**src/hdl/assert_macros.svh**
```systemverilog
// Assertion macros shared by the stabilizer modules.
// Each macro expects clk and arst_n in the scope where it is used.
`ifndef ASSERT_MACROS_SVH
`define ASSERT_MACROS_SVH

// A property that must hold at every clock edge outside reset.
`define DPS_ASSERT(label, prop, msg) \
	label: assert property (@(posedge clk) disable iff (!arst_n) (prop)) else $error(msg);

// When the antecedent holds, the consequent holds in the same cycle.
`define DPS_ASSERT_IMPL(label, ante, cons, msg) \
	label: assert property (@(posedge clk) disable iff (!arst_n) (ante) |-> (cons)) \
		else $error(msg);

// When the antecedent holds, the consequent holds in the next cycle.
`define DPS_ASSERT_NEXT(label, ante, cons, msg) \
	label: assert property (@(posedge clk) disable iff (!arst_n) (ante) |=> (cons)) \
		else $error(msg);

`endif

```
**src/hdl/dps_pkg.sv**
```systemverilog
// Package of the detection position stabilizer: constants, register codes and the
// command that passes from the front part to the back part. No dependencies.
package dps_pkg;

	// Default sizes of the target table and of a stored coordinate.
	localparam int DPS_NUM_TARGETS = 10;
	localparam int DPS_POS_WIDTH   = 16;

	// Target number that marks an incomplete detection.
	localparam logic [3:0] INCOMPLETE_NUM = 4'd11;

	// The stability count saturates here.
	localparam logic [2:0] CNT_MAX = 3'd7;

	// Command queue between front and back.
	localparam int Q_DEPTH = 2;
	localparam int Q_PTR_W = (Q_DEPTH > 1) ? $clog2(Q_DEPTH) : 1;
	localparam int Q_CNT_W = $clog2(Q_DEPTH + 1);

	// Configuration port.
	localparam int CFG_IDX_W  = 3;
	localparam int CFG_DATA_W = 15;

	typedef enum logic [CFG_IDX_W-1:0] {
		CFG_TRACKING_ENABLE = 3'd0,
		CFG_MATCH_WINDOW    = 3'd1,
		CFG_FAR_COUNT       = 3'd2,
		CFG_NEAR_COUNT      = 3'd3,
		CFG_NEAR_RADIUS     = 3'd4
	} cfg_idx_t;

	typedef struct packed {
		logic        tracking_enable;
		logic [11:0] match_window;
		logic [2:0]  far_count;
		logic [2:0]  near_count;
		logic [14:0] near_radius;
	} cfg_t;

	localparam cfg_t CFG_RESET = '{
		tracking_enable: 1'b0,
		match_window:    12'd128,
		far_count:       3'd4,
		near_count:      3'd2,
		near_radius:     15'd1024
	};

	// One classified item: a detection to apply and/or a scan end to apply.
	typedef struct packed {
		logic               detect;
		logic               scan_end;
		logic [3:0]         num;
		logic signed [16:0] sum_x;
		logic signed [16:0] sum_y;
		logic signed [16:0] sum_z;
	} cmd_t;

endpackage

```
**src/hdl/dps_ifs.sv**
```systemverilog
// Handshake interfaces of the stabilizer: detection input, published output
// and configuration write. Depends on dps_pkg.
interface dps_det_if import dps_pkg::*; ();
	logic              valid;
	logic              ready;
	logic [3:0]        target_number;
	logic signed [15:0] offset_x;
	logic signed [15:0] offset_y;
	logic signed [15:0] offset_z;
	logic signed [15:0] vehicle_x;
	logic signed [15:0] vehicle_y;
	logic signed [15:0] vehicle_z;
	logic              scan_end;

	modport source(output valid, target_number, offset_x, offset_y, offset_z,
		vehicle_x, vehicle_y, vehicle_z, scan_end, input ready);
	modport sink(input valid, target_number, offset_x, offset_y, offset_z,
		vehicle_x, vehicle_y, vehicle_z, scan_end, output ready);
endinterface

interface dps_pub_if import dps_pkg::*; ();
	logic              valid;
	logic              ready;
	logic [3:0]        published_number;
	logic signed [15:0] published_x;
	logic signed [15:0] published_y;
	logic signed [15:0] published_z;

	modport source(output valid, published_number, published_x, published_y,
		published_z, input ready);
	modport sink(input valid, published_number, published_x, published_y,
		published_z, output ready);
endinterface

interface dps_cfg_if import dps_pkg::*; ();
	logic                  valid;
	logic                  ready;
	logic [CFG_IDX_W-1:0]  index;
	logic [CFG_DATA_W-1:0] data;

	modport source(output valid, index, data, input ready);
	modport sink(input valid, index, data, output ready);
endinterface

```
**src/hdl/dps_front.sv**
```systemverilog
// Front part: accepts detection items, tracks the skip-rest-of-scan flag and
// turns each item that changes state into a queue command. Depends on dps_pkg, dps_ifs, assert_macros.svh.
`include "assert_macros.svh"

module dps_front import dps_pkg::*; #(
	parameter int NUM_TARGETS = DPS_NUM_TARGETS
) (
	input  logic       clk,
	input  logic       arst_n,
	dps_det_if.sink    det,
	input  logic       tracking_enable,
	output logic       push_valid,
	input  logic       push_ready,
	output cmd_t       push_cmd
);

	logic skip_q;
	logic acc;
	logic bad_num;
	logic do_detect;

	// An item is taken whenever the queue has room.
	assign det.ready = push_ready;
	assign acc       = det.valid && det.ready;

	// Incomplete or out-of-range numbers end the useful part of the scan.
	assign bad_num   = (det.target_number == INCOMPLETE_NUM) ||
		({1'b0, det.target_number} >= 5'(NUM_TARGETS));
	assign do_detect = !skip_q && !bad_num;

	// Only items that change state reach the back part.
	assign push_valid = acc && tracking_enable && (do_detect || det.scan_end);

	always_comb begin
		push_cmd.detect   = do_detect;
		push_cmd.scan_end = det.scan_end;
		push_cmd.num      = do_detect ? det.target_number : 4'd0;
		push_cmd.sum_x    = 17'(det.offset_x) + 17'(det.vehicle_x);
		push_cmd.sum_y    = 17'(det.offset_y) + 17'(det.vehicle_y);
		push_cmd.sum_z    = 17'(det.offset_z) + 17'(det.vehicle_z);
	end

	// Skip flag: set by a bad number, cleared at scan end.
	always_ff @(posedge clk or negedge arst_n) begin
		if (!arst_n) begin
			skip_q <= 1'b0;
		end else if (acc && tracking_enable) begin
			if (det.scan_end) begin
				skip_q <= 1'b0;
			end else if (!skip_q && bad_num) begin
				skip_q <= 1'b1;
			end
		end
	end

	`DPS_ASSERT_NEXT(a_skip_clears, acc && tracking_enable && det.scan_end, !skip_q, "skip flag survived a scan end")

endmodule

```
**src/hdl/dps_cmd_queue.sv**
```systemverilog
// Short command queue between the front and back parts of the stabilizer.
// Depends on dps_pkg and assert_macros.svh.
`include "assert_macros.svh"

module dps_cmd_queue import dps_pkg::*; (
	input  logic clk,
	input  logic arst_n,
	input  logic push_valid,
	output logic push_ready,
	input  cmd_t push_cmd,
	output logic pop_valid,
	input  logic pop_ready,
	output cmd_t pop_cmd
);

	cmd_t               entry_q [Q_DEPTH];
	logic [Q_PTR_W-1:0] wr_ptr_q;
	logic [Q_PTR_W-1:0] rd_ptr_q;
	logic [Q_CNT_W-1:0] count_q;
	logic               push;
	logic               pop;

	assign push_ready = (count_q != Q_CNT_W'(Q_DEPTH));
	assign pop_valid  = (count_q != '0);
	assign push       = push_valid && push_ready;
	assign pop        = pop_valid && pop_ready;
	assign pop_cmd    = entry_q[rd_ptr_q];

	// Pointers and fill count.
	always_ff @(posedge clk or negedge arst_n) begin
		if (!arst_n) begin
			wr_ptr_q <= '0;
			rd_ptr_q <= '0;
			count_q  <= '0;
		end else begin
			if (push) begin
				wr_ptr_q <= (wr_ptr_q == Q_PTR_W'(Q_DEPTH - 1)) ? '0 : wr_ptr_q + 1'b1;
			end
			if (pop) begin
				rd_ptr_q <= (rd_ptr_q == Q_PTR_W'(Q_DEPTH - 1)) ? '0 : rd_ptr_q + 1'b1;
			end
			if (push && !pop) begin
				count_q <= count_q + 1'b1;
			end else if (pop && !push) begin
				count_q <= count_q - 1'b1;
			end
		end
	end

	// Entry storage.
	always_ff @(posedge clk) begin
		if (push) begin
			entry_q[wr_ptr_q] <= push_cmd;
		end
	end

	`DPS_ASSERT(a_count_bound, count_q <= Q_CNT_W'(Q_DEPTH), "queue fill count beyond depth")

endmodule

```
**src/hdl/dps_back.sv**
```systemverilog
// Back part: holds the per-target tables, checks consistency, picks the
// threshold, publishes stable positions. Depends on dps_pkg, dps_ifs, assert_macros.svh.
`include "assert_macros.svh"

module dps_back import dps_pkg::*; #(
	parameter int NUM_TARGETS = DPS_NUM_TARGETS,
	parameter int POS_WIDTH   = DPS_POS_WIDTH
) (
	input  logic       clk,
	input  logic       arst_n,
	input  cfg_t       cfg,
	input  logic       pop_valid,
	output logic       pop_ready,
	input  cmd_t       pop_cmd,
	dps_pub_if.source  pub
);

	localparam int IW   = (NUM_TARGETS > 1) ? $clog2(NUM_TARGETS) : 1;
	localparam int DW   = POS_WIDTH + 1;
	localparam int PW2  = 2 * POS_WIDTH;
	localparam int SQ_W = (PW2 + 1 > 30) ? PW2 + 1 : 30;
	localparam int SW   = (POS_WIDTH > 17) ? POS_WIDTH : 17;
	localparam int XW   = (POS_WIDTH > 16) ? POS_WIDTH : 16;
	localparam logic signed [SW-1:0] POS_HI = SW'((64'sd1 <<< (POS_WIDTH - 1)) - 64'sd1);
	localparam logic signed [SW-1:0] POS_LO = SW'(-(64'sd1 <<< (POS_WIDTH - 1)));
	localparam logic signed [XW-1:0] OUT_HI = XW'(32767);
	localparam logic signed [XW-1:0] OUT_LO = XW'(-32768);

	typedef enum logic [2:0] {
		BK_IDLE   = 3'b001,
		BK_READ   = 3'b010,
		BK_DECIDE = 3'b100
	} bk_state_t;

	// Saturate a 17-bit sum to the stored coordinate width.
	function automatic logic signed [POS_WIDTH-1:0] sat_pos(input logic signed [16:0] v);
		logic signed [SW-1:0] e;
		e = SW'(v);
		if (e > POS_HI) begin
			e = POS_HI;
		end else if (e < POS_LO) begin
			e = POS_LO;
		end
		return e[POS_WIDTH-1:0];
	endfunction

	// Saturate a stored coordinate to the 16-bit output field.
	function automatic logic signed [15:0] sat_out(input logic signed [POS_WIDTH-1:0] v);
		logic signed [XW-1:0] e;
		e = XW'(v);
		if (e > OUT_HI) begin
			e = OUT_HI;
		end else if (e < OUT_LO) begin
			e = OUT_LO;
		end
		return e[15:0];
	endfunction

	bk_state_t state_q;
	bk_state_t state_d;

	// Per-target tables.
	logic signed [POS_WIDTH-1:0] cur_x_q  [NUM_TARGETS];
	logic signed [POS_WIDTH-1:0] cur_y_q  [NUM_TARGETS];
	logic signed [POS_WIDTH-1:0] cur_z_q  [NUM_TARGETS];
	logic signed [POS_WIDTH-1:0] prev_x_q [NUM_TARGETS];
	logic signed [POS_WIDTH-1:0] prev_y_q [NUM_TARGETS];
	logic [2:0]                  count_q  [NUM_TARGETS];

	// Command being worked on.
	logic                        detect_s1;
	logic                        scan_end_s1;
	logic [3:0]                  num_s1;
	logic signed [POS_WIDTH-1:0] p_x_s1;
	logic signed [POS_WIDTH-1:0] p_y_s1;
	logic signed [POS_WIDTH-1:0] p_z_s1;

	// Results of the read step.
	logic                        consistent_s2;
	logic [PW2-1:0]              sq_x_s2;
	logic [PW2-1:0]              sq_y_s2;
	logic [29:0]                 r2_s2;

	logic                        pub_valid_q;
	logic [3:0]                  pub_num_q;
	logic signed [15:0]          pub_x_q;
	logic signed [15:0]          pub_y_q;
	logic signed [15:0]          pub_z_q;

	logic [IW-1:0]               idx;
	logic                        pop_fire;
	logic signed [DW-1:0]        diff_x;
	logic signed [DW-1:0]        diff_y;
	logic [DW-1:0]               abs_x;
	logic [DW-1:0]               abs_y;
	logic signed [PW2-1:0]       sq_x_w;
	logic signed [PW2-1:0]       sq_y_w;
	logic [29:0]                 r2_w;
	logic [SQ_W-1:0]             d2;
	logic                        far;
	logic [2:0]                  thr;
	logic [2:0]                  cnt_cur;
	logic [2:0]                  cnt_next;
	logic                        publish;
	logic                        commit;

	assign idx       = num_s1[IW-1:0];
	assign pop_ready = (state_q == BK_IDLE);
	assign pop_fire  = pop_valid && pop_ready;

	// Read step: distance to the previous scan and the squared radii.
	assign diff_x = DW'(p_x_s1) - DW'(prev_x_q[idx]);
	assign diff_y = DW'(p_y_s1) - DW'(prev_y_q[idx]);
	assign abs_x  = diff_x[DW-1] ? DW'(-diff_x) : DW'(diff_x);
	assign abs_y  = diff_y[DW-1] ? DW'(-diff_y) : DW'(diff_y);
	assign sq_x_w = p_x_s1 * p_x_s1;
	assign sq_y_w = p_y_s1 * p_y_s1;
	assign r2_w   = cfg.near_radius * cfg.near_radius;

	// Decide step: threshold choice, new count and publication.
	assign d2      = SQ_W'(sq_x_s2) + SQ_W'(sq_y_s2);
	assign far     = d2 > SQ_W'(r2_s2);
	assign thr     = far ? cfg.far_count : cfg.near_count;
	assign cnt_cur = count_q[idx];
	assign cnt_next = consistent_s2 ? ((cnt_cur < CNT_MAX) ? cnt_cur + 3'd1 : cnt_cur) : 3'd0;
	assign publish = detect_s1 && (cnt_next >= thr);
	assign commit  = (state_q == BK_DECIDE) && (!pub_valid_q || pub.ready);

	// Sequencer.
	always_comb begin
		state_d = state_q;
		unique case (state_q)
			BK_IDLE: begin
				if (pop_fire) begin
					state_d = BK_READ;
				end
			end
			BK_READ: begin
				state_d = BK_DECIDE;
			end
			BK_DECIDE: begin
				if (commit) begin
					state_d = BK_IDLE;
				end
			end
			default: begin
				state_d = BK_IDLE;
			end
		endcase
	end

	// Control, tables and result valid.
	always_ff @(posedge clk or negedge arst_n) begin
		if (!arst_n) begin
			state_q     <= BK_IDLE;
			pub_valid_q <= 1'b0;
			for (int t = 0; t < NUM_TARGETS; t++) begin
				cur_x_q[t]  <= '0;
				cur_y_q[t]  <= '0;
				cur_z_q[t]  <= '0;
				prev_x_q[t] <= '0;
				prev_y_q[t] <= '0;
				count_q[t]  <= '0;
			end
		end else begin
			state_q <= state_d;
			// The result register fills on a publishing commit and empties when taken.
			if (commit && publish) begin
				pub_valid_q <= 1'b1;
			end else if (pub.valid && pub.ready) begin
				pub_valid_q <= 1'b0;
			end
			if (commit) begin
				if (detect_s1) begin
					cur_x_q[idx] <= p_x_s1;
					cur_y_q[idx] <= p_y_s1;
					cur_z_q[idx] <= p_z_s1;
					count_q[idx] <= publish ? 3'd0 : cnt_next;
				end
				// At scan end the previous store takes the updated current store.
				if (scan_end_s1) begin
					for (int t = 0; t < NUM_TARGETS; t++) begin
						if (detect_s1 && (idx == IW'(t))) begin
							prev_x_q[t] <= p_x_s1;
							prev_y_q[t] <= p_y_s1;
						end else begin
							prev_x_q[t] <= cur_x_q[t];
							prev_y_q[t] <= cur_y_q[t];
						end
					end
				end
			end
		end
	end

	// Datapath registers.
	always_ff @(posedge clk) begin
		if (pop_fire) begin
			detect_s1   <= pop_cmd.detect;
			scan_end_s1 <= pop_cmd.scan_end;
			num_s1      <= pop_cmd.num;
			p_x_s1      <= sat_pos(pop_cmd.sum_x);
			p_y_s1      <= sat_pos(pop_cmd.sum_y);
			p_z_s1      <= sat_pos(pop_cmd.sum_z);
		end
		if (state_q == BK_READ) begin
			consistent_s2 <= (abs_x < DW'(cfg.match_window)) &&
				(abs_y < DW'(cfg.match_window));
			sq_x_s2       <= PW2'($unsigned(sq_x_w));
			sq_y_s2       <= PW2'($unsigned(sq_y_w));
			r2_s2         <= r2_w;
		end
		if (commit && publish) begin
			pub_num_q <= num_s1;
			pub_x_q   <= sat_out(p_x_s1);
			pub_y_q   <= sat_out(p_y_s1);
			pub_z_q   <= sat_out(p_z_s1);
		end
	end

	assign pub.valid            = pub_valid_q;
	assign pub.published_number = pub_num_q;
	assign pub.published_x      = pub_x_q;
	assign pub.published_y      = pub_y_q;
	assign pub.published_z      = pub_z_q;

	`DPS_ASSERT_IMPL(a_pub_from_decide, $rose(pub_valid_q), $past(state_q == BK_DECIDE),
		"result raised outside the decide step")
	`DPS_ASSERT_NEXT(a_pop_starts_read, pop_fire, state_q == BK_READ,
		"command taken without a read step")

endmodule

```
**src/hdl/detection_position_stabilizer_top.sv**
```systemverilog
// Top level of the detection position stabilizer: configuration registers and
// the front, queue and back parts. Depends on dps_pkg, dps_ifs and the submodules.

// The block takes one detection item per handshake and publishes a target's
// absolute position once it has stayed inside the match window for enough
// scans. The front part takes an item whenever the two-entry command queue
// has room; items seen while tracking is off, and dropped items without a
// scan-end mark, end there. Every other item passes the back part in steps:
// take the command, read the target table and square the coordinates, then
// decide and write back. No new command is taken before the last is written
// back; decide waits while the one-entry result register waits to be taken.
// State comes out of reset cleared at once; there is no clearing pass.
// Configuration writes are always accepted and should be made while idle.
module detection_position_stabilizer_top import dps_pkg::*; #(
	parameter int NUM_TARGETS = DPS_NUM_TARGETS,
	parameter int POS_WIDTH   = DPS_POS_WIDTH
) (
	input  logic      clk,
	input  logic      arst_n,
	dps_cfg_if.sink   cfg,
	dps_det_if.sink   det,
	dps_pub_if.source pub
);

	cfg_t cfg_q;
	logic push_valid;
	logic push_ready;
	cmd_t push_cmd;
	logic pop_valid;
	logic pop_ready;
	cmd_t pop_cmd;

	assign cfg.ready = 1'b1;

	// Configuration registers; writes to unknown indexes are ignored.
	always_ff @(posedge clk or negedge arst_n) begin
		if (!arst_n) begin
			cfg_q <= CFG_RESET;
		end else if (cfg.valid && cfg.ready) begin
			unique case (cfg_idx_t'(cfg.index))
				CFG_TRACKING_ENABLE: cfg_q.tracking_enable <= cfg.data[0];
				CFG_MATCH_WINDOW:    cfg_q.match_window    <= cfg.data[11:0];
				CFG_FAR_COUNT:       cfg_q.far_count       <= cfg.data[2:0];
				CFG_NEAR_COUNT:      cfg_q.near_count      <= cfg.data[2:0];
				CFG_NEAR_RADIUS:     cfg_q.near_radius     <= cfg.data[14:0];
				default: begin
				end
			endcase
		end
	end

	dps_front #(
		.NUM_TARGETS(NUM_TARGETS)
	) u_front (
		.clk             (clk),
		.arst_n          (arst_n),
		.det             (det),
		.tracking_enable (cfg_q.tracking_enable),
		.push_valid      (push_valid),
		.push_ready      (push_ready),
		.push_cmd        (push_cmd)
	);

	dps_cmd_queue u_queue (
		.clk        (clk),
		.arst_n     (arst_n),
		.push_valid (push_valid),
		.push_ready (push_ready),
		.push_cmd   (push_cmd),
		.pop_valid  (pop_valid),
		.pop_ready  (pop_ready),
		.pop_cmd    (pop_cmd)
	);

	dps_back #(
		.NUM_TARGETS(NUM_TARGETS),
		.POS_WIDTH  (POS_WIDTH)
	) u_back (
		.clk       (clk),
		.arst_n    (arst_n),
		.cfg       (cfg_q),
		.pop_valid (pop_valid),
		.pop_ready (pop_ready),
		.pop_cmd   (pop_cmd),
		.pub       (pub)
	);

endmodule
```
**src/flat_wrapper.sv**
```systemverilog
// flat-port wrapper written by rule: the top's interface ports become plain ports
module detection_position_stabilizer_top_flat import dps_pkg::*;
#(
	parameter int NUM_TARGETS = DPS_NUM_TARGETS,
	parameter int POS_WIDTH   = DPS_POS_WIDTH
)
  (clk, arst_n, cfg_valid, cfg_index, cfg_data, cfg_ready, det_valid, det_target_number, det_offset_x, det_offset_y, det_offset_z, det_vehicle_x, det_vehicle_y, det_vehicle_z, det_scan_end, det_ready, pub_valid, pub_published_number, pub_published_x, pub_published_y, pub_published_z, pub_ready);
  dps_cfg_if cfg_i ();
  dps_det_if det_i ();
  dps_pub_if pub_i ();
  input  logic clk;
  input  logic arst_n;
  input wire logic [$bits(cfg_i.valid)-1:0] cfg_valid;
  input wire logic [$bits(cfg_i.index)-1:0] cfg_index;
  input wire logic [$bits(cfg_i.data)-1:0] cfg_data;
  output wire logic [$bits(cfg_i.ready)-1:0] cfg_ready;
  input wire logic [$bits(det_i.valid)-1:0] det_valid;
  input wire logic [$bits(det_i.target_number)-1:0] det_target_number;
  input wire logic [$bits(det_i.offset_x)-1:0] det_offset_x;
  input wire logic [$bits(det_i.offset_y)-1:0] det_offset_y;
  input wire logic [$bits(det_i.offset_z)-1:0] det_offset_z;
  input wire logic [$bits(det_i.vehicle_x)-1:0] det_vehicle_x;
  input wire logic [$bits(det_i.vehicle_y)-1:0] det_vehicle_y;
  input wire logic [$bits(det_i.vehicle_z)-1:0] det_vehicle_z;
  input wire logic [$bits(det_i.scan_end)-1:0] det_scan_end;
  output wire logic [$bits(det_i.ready)-1:0] det_ready;
  output wire logic [$bits(pub_i.valid)-1:0] pub_valid;
  output wire logic [$bits(pub_i.published_number)-1:0] pub_published_number;
  output wire logic [$bits(pub_i.published_x)-1:0] pub_published_x;
  output wire logic [$bits(pub_i.published_y)-1:0] pub_published_y;
  output wire logic [$bits(pub_i.published_z)-1:0] pub_published_z;
  input wire logic [$bits(pub_i.ready)-1:0] pub_ready;
  assign cfg_i.valid = cfg_valid;
  assign cfg_i.index = cfg_index;
  assign cfg_i.data = cfg_data;
  assign cfg_ready = cfg_i.ready;
  assign det_i.valid = det_valid;
  assign det_i.target_number = det_target_number;
  assign det_i.offset_x = det_offset_x;
  assign det_i.offset_y = det_offset_y;
  assign det_i.offset_z = det_offset_z;
  assign det_i.vehicle_x = det_vehicle_x;
  assign det_i.vehicle_y = det_vehicle_y;
  assign det_i.vehicle_z = det_vehicle_z;
  assign det_i.scan_end = det_scan_end;
  assign det_ready = det_i.ready;
  assign pub_valid = pub_i.valid;
  assign pub_published_number = pub_i.published_number;
  assign pub_published_x = pub_i.published_x;
  assign pub_published_y = pub_i.published_y;
  assign pub_published_z = pub_i.published_z;
  assign pub_i.ready = pub_ready;
  detection_position_stabilizer_top #(.NUM_TARGETS(NUM_TARGETS), .POS_WIDTH(POS_WIDTH)) u_core (.clk(clk), .arst_n(arst_n), .cfg(cfg_i), .det(det_i), .pub(pub_i));
endmodule
```
**config.mk**
```make
export PLATFORM = sky130hd
export DESIGN_NAME = detection_position_stabilizer_top_flat
export DESIGN_NICKNAME = d
export VERILOG_FILES = /design/src/hdl/dps_pkg.sv /design/src/hdl/dps_ifs.sv /design/src/hdl/dps_front.sv /design/src/hdl/dps_cmd_queue.sv /design/src/hdl/dps_back.sv /design/src/hdl/detection_position_stabilizer_top.sv /design/src/flat_wrapper.sv
export VERILOG_INCLUDE_DIRS = /design/src /design/src/hdl
export SDC_FILE = /design/constraint.sdc
export NUM_CORES = 2
export LEC_CHECK = 0
export BUFFER_PORTS_ARGS = -buffer_cell sky130_fd_sc_hd__buf_2
export CAP_MARGIN = 20
export CORE_ASPECT_RATIO = 0.5
export CORE_MARGIN = 2
export CORE_UTILIZATION = 64
export DETAILED_ROUTE_END_ITERATION = 12
export HOLD_SLACK_MARGIN = 0.02
export MAX_ROUTING_LAYER = met4
export PLACE_DENSITY = 0.78
export SETUP_SLACK_MARGIN = 0.3
export SLEW_MARGIN = 20
export SYNTH_ARGS = -nofsm -noshare
export SYNTH_HDL_FRONTEND = slang
export SYNTH_SLANG_ARGS = --single-unit
```
**constraint.sdc**
```tcl
create_clock -name clk -period 10.85 [get_ports clk]
set_clock_uncertainty 0.2 [all_clocks]
set_input_delay 1.085 -clock clk [delete_from_list [all_inputs] [get_ports clk]]
set_output_delay 1.085 -clock clk [all_outputs]
set_load 0.005 [all_outputs]
```
==> impl_metrics.env <==
export IMPL_overflow=0
export IMPL_port_buffers=177
export IMPL_vias_per_cell=6.01
export IMPL_dieHeight_microns=243
export IMPL_maxSlewHeadroom_pct=23.4
export IMPL_synth_area_per_cell_sq_um=10.2
export IMPL_cts_htree_levels=3
export IMPL_dp_hpwl_mm=130
export IMPL_cp_max_fo=21
export IMPL_min_period_ns=7.94
export IMPL_yosys_top_cells_area="dfrtp_1 (24%), fa_1 (17%), edfxtp_1 (13%), ha_1 (7.2%), nand2_1 (4.8%)"
export IMPL_synth_cell_types=92
export IMPL_final_nets=8284
export IMPL_hold_buffers=0
export IMPL_wire_per_inst_microns=21.5
export IMPL_drtIter0Drc=4850
export IMPL_initial_utilization_pct=64.7
export IMPL_yosysWarnings=0
export IMPL_synth_most_common_cell="nand2_1"
export IMPL_stdcell_count=8708
export IMPL_ff2ff_path_depth=21
export IMPL_synth_edf_count=312
export IMPL_max_freq_mhz=126
export IMPL_finalHoldViolations=0
export IMPL_hold_path_class="in -> async"
export IMPL_gp_congestion=0.987
export IMPL_synth_ff_type="dfrtp_1"
export IMPL_synth_nets=8363
export IMPL_status="finished clean"
export IMPL_worstSetupEndpointType="register"
export IMPL_async_flop_share_pct=69.6
export IMPL_ys_seq_area_share_pct=37.2
export IMPL_postSynthCellCount=7193
export IMPL_worst_pin_slew_ns=1.15
export IMPL_vias=52300
export IMPL_ctsLongestPathBuffers=3
export IMPL_synth_top_area_share_pct=24.2
export IMPL_drive_gt1_share_pct=9.35
export IMPL_cp_required_ns=11.09
export IMPL_ys_ff_latch=1025
export IMPL_tns_ns=0
export IMPL_cts_tree="built"
export IMPL_root_buffer="clkbuf_16"
export IMPL_arrival_ns=8.19
export IMPL_die_area_sq_um=117000
export IMPL_syn_cell_area_sq_um=73100
export IMPL_place_ws_ns=2.86
export IMPL_rsz0062_at_grt="false"
export IMPL_fillCellCount=8268
export IMPL_synth_area_leader_cell="dfrtp_1"
export IMPL_cts_made_buffers=89
export IMPL_drv_slew=0
export IMPL_timing_final_ws_setup_ns=2.91
export IMPL_grt_max_degree=212
export IMPL_cts_resized=0
export IMPL_path_class="reg -> reg"
export IMPL_worstSetupStartpointType="register"
export IMPL_core_area_sq_um=113000
export IMPL_drc=0
export IMPL_r2r_slack_ns=2.91
export IMPL_finalSetupViolCount=0
export IMPL_dpl_cell_count=8535
export IMPL_crit_path_start="u_core.u_back.p_y_s1[11]"
export IMPL_fp_dieW_microns=482
export IMPL_grt_pass1_wl_mm=296
export IMPL_clk_pin_slew_ns=0.07
export IMPL_first_pass_iters=6
export IMPL_maxCapViolCount=0
export IMPL_reg2reg_to="u_core.u_back.sq_y_s2[30]"
export IMPL_ant_nets=0
export IMPL_antenna_found_initial=9
export IMPL_pin_count=179
export IMPL_row_count=87
export IMPL_grt_pass1_vias=53700
export IMPL_numClockSinks=1025
export IMPL_clock_latency_ns=0.74
export IMPL_regToRegStartpoint="u_core.u_back.p_y_s1[11]"
export IMPL_yosys_top_cells_count="nand2_1 (941), inv_1 (907), dfrtp_1 (708)"
export IMPL_period_share_pct=73.2
export IMPL_totalWireLength_mm=187
export IMPL_grt_usage_pct=33.5
export IMPL_synthToLayoutAreaGrowth_pct=6.87
export IMPL_cts_setup_buffers=0
how the worst max path moves through the flow:
stage,cells past startpoint,slack [ns],end
finish,21,2.91,u_core.u_back.sq_y_s2[30]
global route,26,2.53,u_core.u_back.consistent_s2
CTS,30,2.84,u_core.u_back.pub.published_x[11]
detailed placement,30,2.86,u_core.u_back.pub.published_x[12]
global placement,30,2.94,u_core.u_back.pub.published_x[15]
floorplan,26,2.92,u_core.u_back.pub.published_number[0]
worst max-delay path, stage by stage, from the launching register on:
cell	delay (ns)
edfxtp_1	1.11
clkinv_1	0.94
nor2_1	0.39
ha_1	0.21
fa_1	0.42
ha_1	0.31
fa_1	0.49
inv_1	0.05
fa_1	0.47
inv_1	0.05
fa_1	0.43
ha_1	0.36
and4_1	0.25
o211a_1	0.16
a211oi_1	0.54
o21ai_1	0.17
and2_1	0.21
a31oi_1	0.26
a21oi_1	0.11
a21o_1	0.21
a31oi_1	0.21
xnor2_1	0.10
cells in the final DEF (no fill, tap or decap), types with 10 or more instances in the layout:
cell       instances
nand2_1          933
inv_1            907
dfrtp_1          707
o21ai_0          642
fa_1             623
ha_1             423
nor2_1           369
a21oi_1          367
mux2i_1          312
edfxtp_1         312
buf_2            176
xnor2_1          151
mux2_2           140
and2_1           137
clkbuf_16         90
buf_4             73
mux4_2            70
nor3_1            59
xor2_1            50
a21o_1            48
nand3_1           47
nand2b_1          37
nor2b_1           37
o21a_1            33
and3_1            30
clkbuf_1          23
clkbuf_8          20
a31oi_1           19
o21ai_1           17
o21bai_1          16
nand4_1           16
a211oi_1          15
or3_1             14
nor4_1            14
a21boi_0          12
clkinv_2          12
clkinv_1          11
nor3b_1           10
cell type report:
class,count,area (sq um),area share [%]
diodes,7,17.5,0.0224
clock buffers,133,2610,3.35
clock inverters,32,383,0.490
inverters,916,3440,4.40
multi-input cells,4826,41000,52.5
flip-flops and latches,1025,27200,34.8
well taps,1513,1890,2.42
repair buffers,256,1570,2.01
state kept, by name, indices dropped and copies added, names as in the netlist, 4 cells and up:
signal                              flops
u_core.cfg_q                           34
u_core.u_back.count_q                  30
u_core.u_back.cur_x_q                 160
u_core.u_back.cur_y_q                 160
u_core.u_back.idx                       4
u_core.u_back.p_x_s1                   16
u_core.u_back.p_y_s1                   16
u_core.u_back.p_z_s1                   16
u_core.u_back.prev_x_q                160
u_core.u_back.prev_y_q                160
u_core.u_back.pub.published_number      4
u_core.u_back.pub.published_x          16
u_core.u_back.pub.published_y          16
u_core.u_back.pub.published_z          16
u_core.u_back.r2_s2                    29
u_core.u_back.sq_x_s2                  31
u_core.u_back.sq_y_s2                  31
u_core.u_queue.entry_q                114
kinds of logic (layout without fill, tap and decap cells):
family / count (synthesis) / count (layout) / share of synthesized area, %
xor gates and xnor gates: 201 / 201 / 2.41
muxes: 523 / 523 / 8.61
DFF: 1025 / 1025 / 37.2
and+or+nand+nor: 1775 / 1775 / 10.7
other: 1 / 8 / 0.00513
buffers and inverters: 1342 / 1337 / 6.91
AOI/OAI and AO/OA: 1280 / 1280 / 9.86
adders and majority gates: 1046 / 1046 / 24.3
routing by layer:
layer  wire length (microns)  share of wire (%)  track usage (%)
met1                   79600                 43             47.0
met5                       0                  0                -
met2                   84200                 45             49.8
met4                    4560                2.4             8.41
met3                   18600                9.9             7.87
metrics by stage:
stage	util, %	area (sq um)	hold slack (ns)
2_1_floorplan	-	73100	0.224
3_3_place_gp	66.4	75100	0.202
3_5_place_dp	66.4	75100	0.207
4_1_cts	69.1	78100	0.219
5_1_grt	69.1	78100	0.224
6_report	69.1	78100	0.210
Power is not shown: default switching activity piles up to over one toggle a cycle in this logic, so the estimate is an artifact.
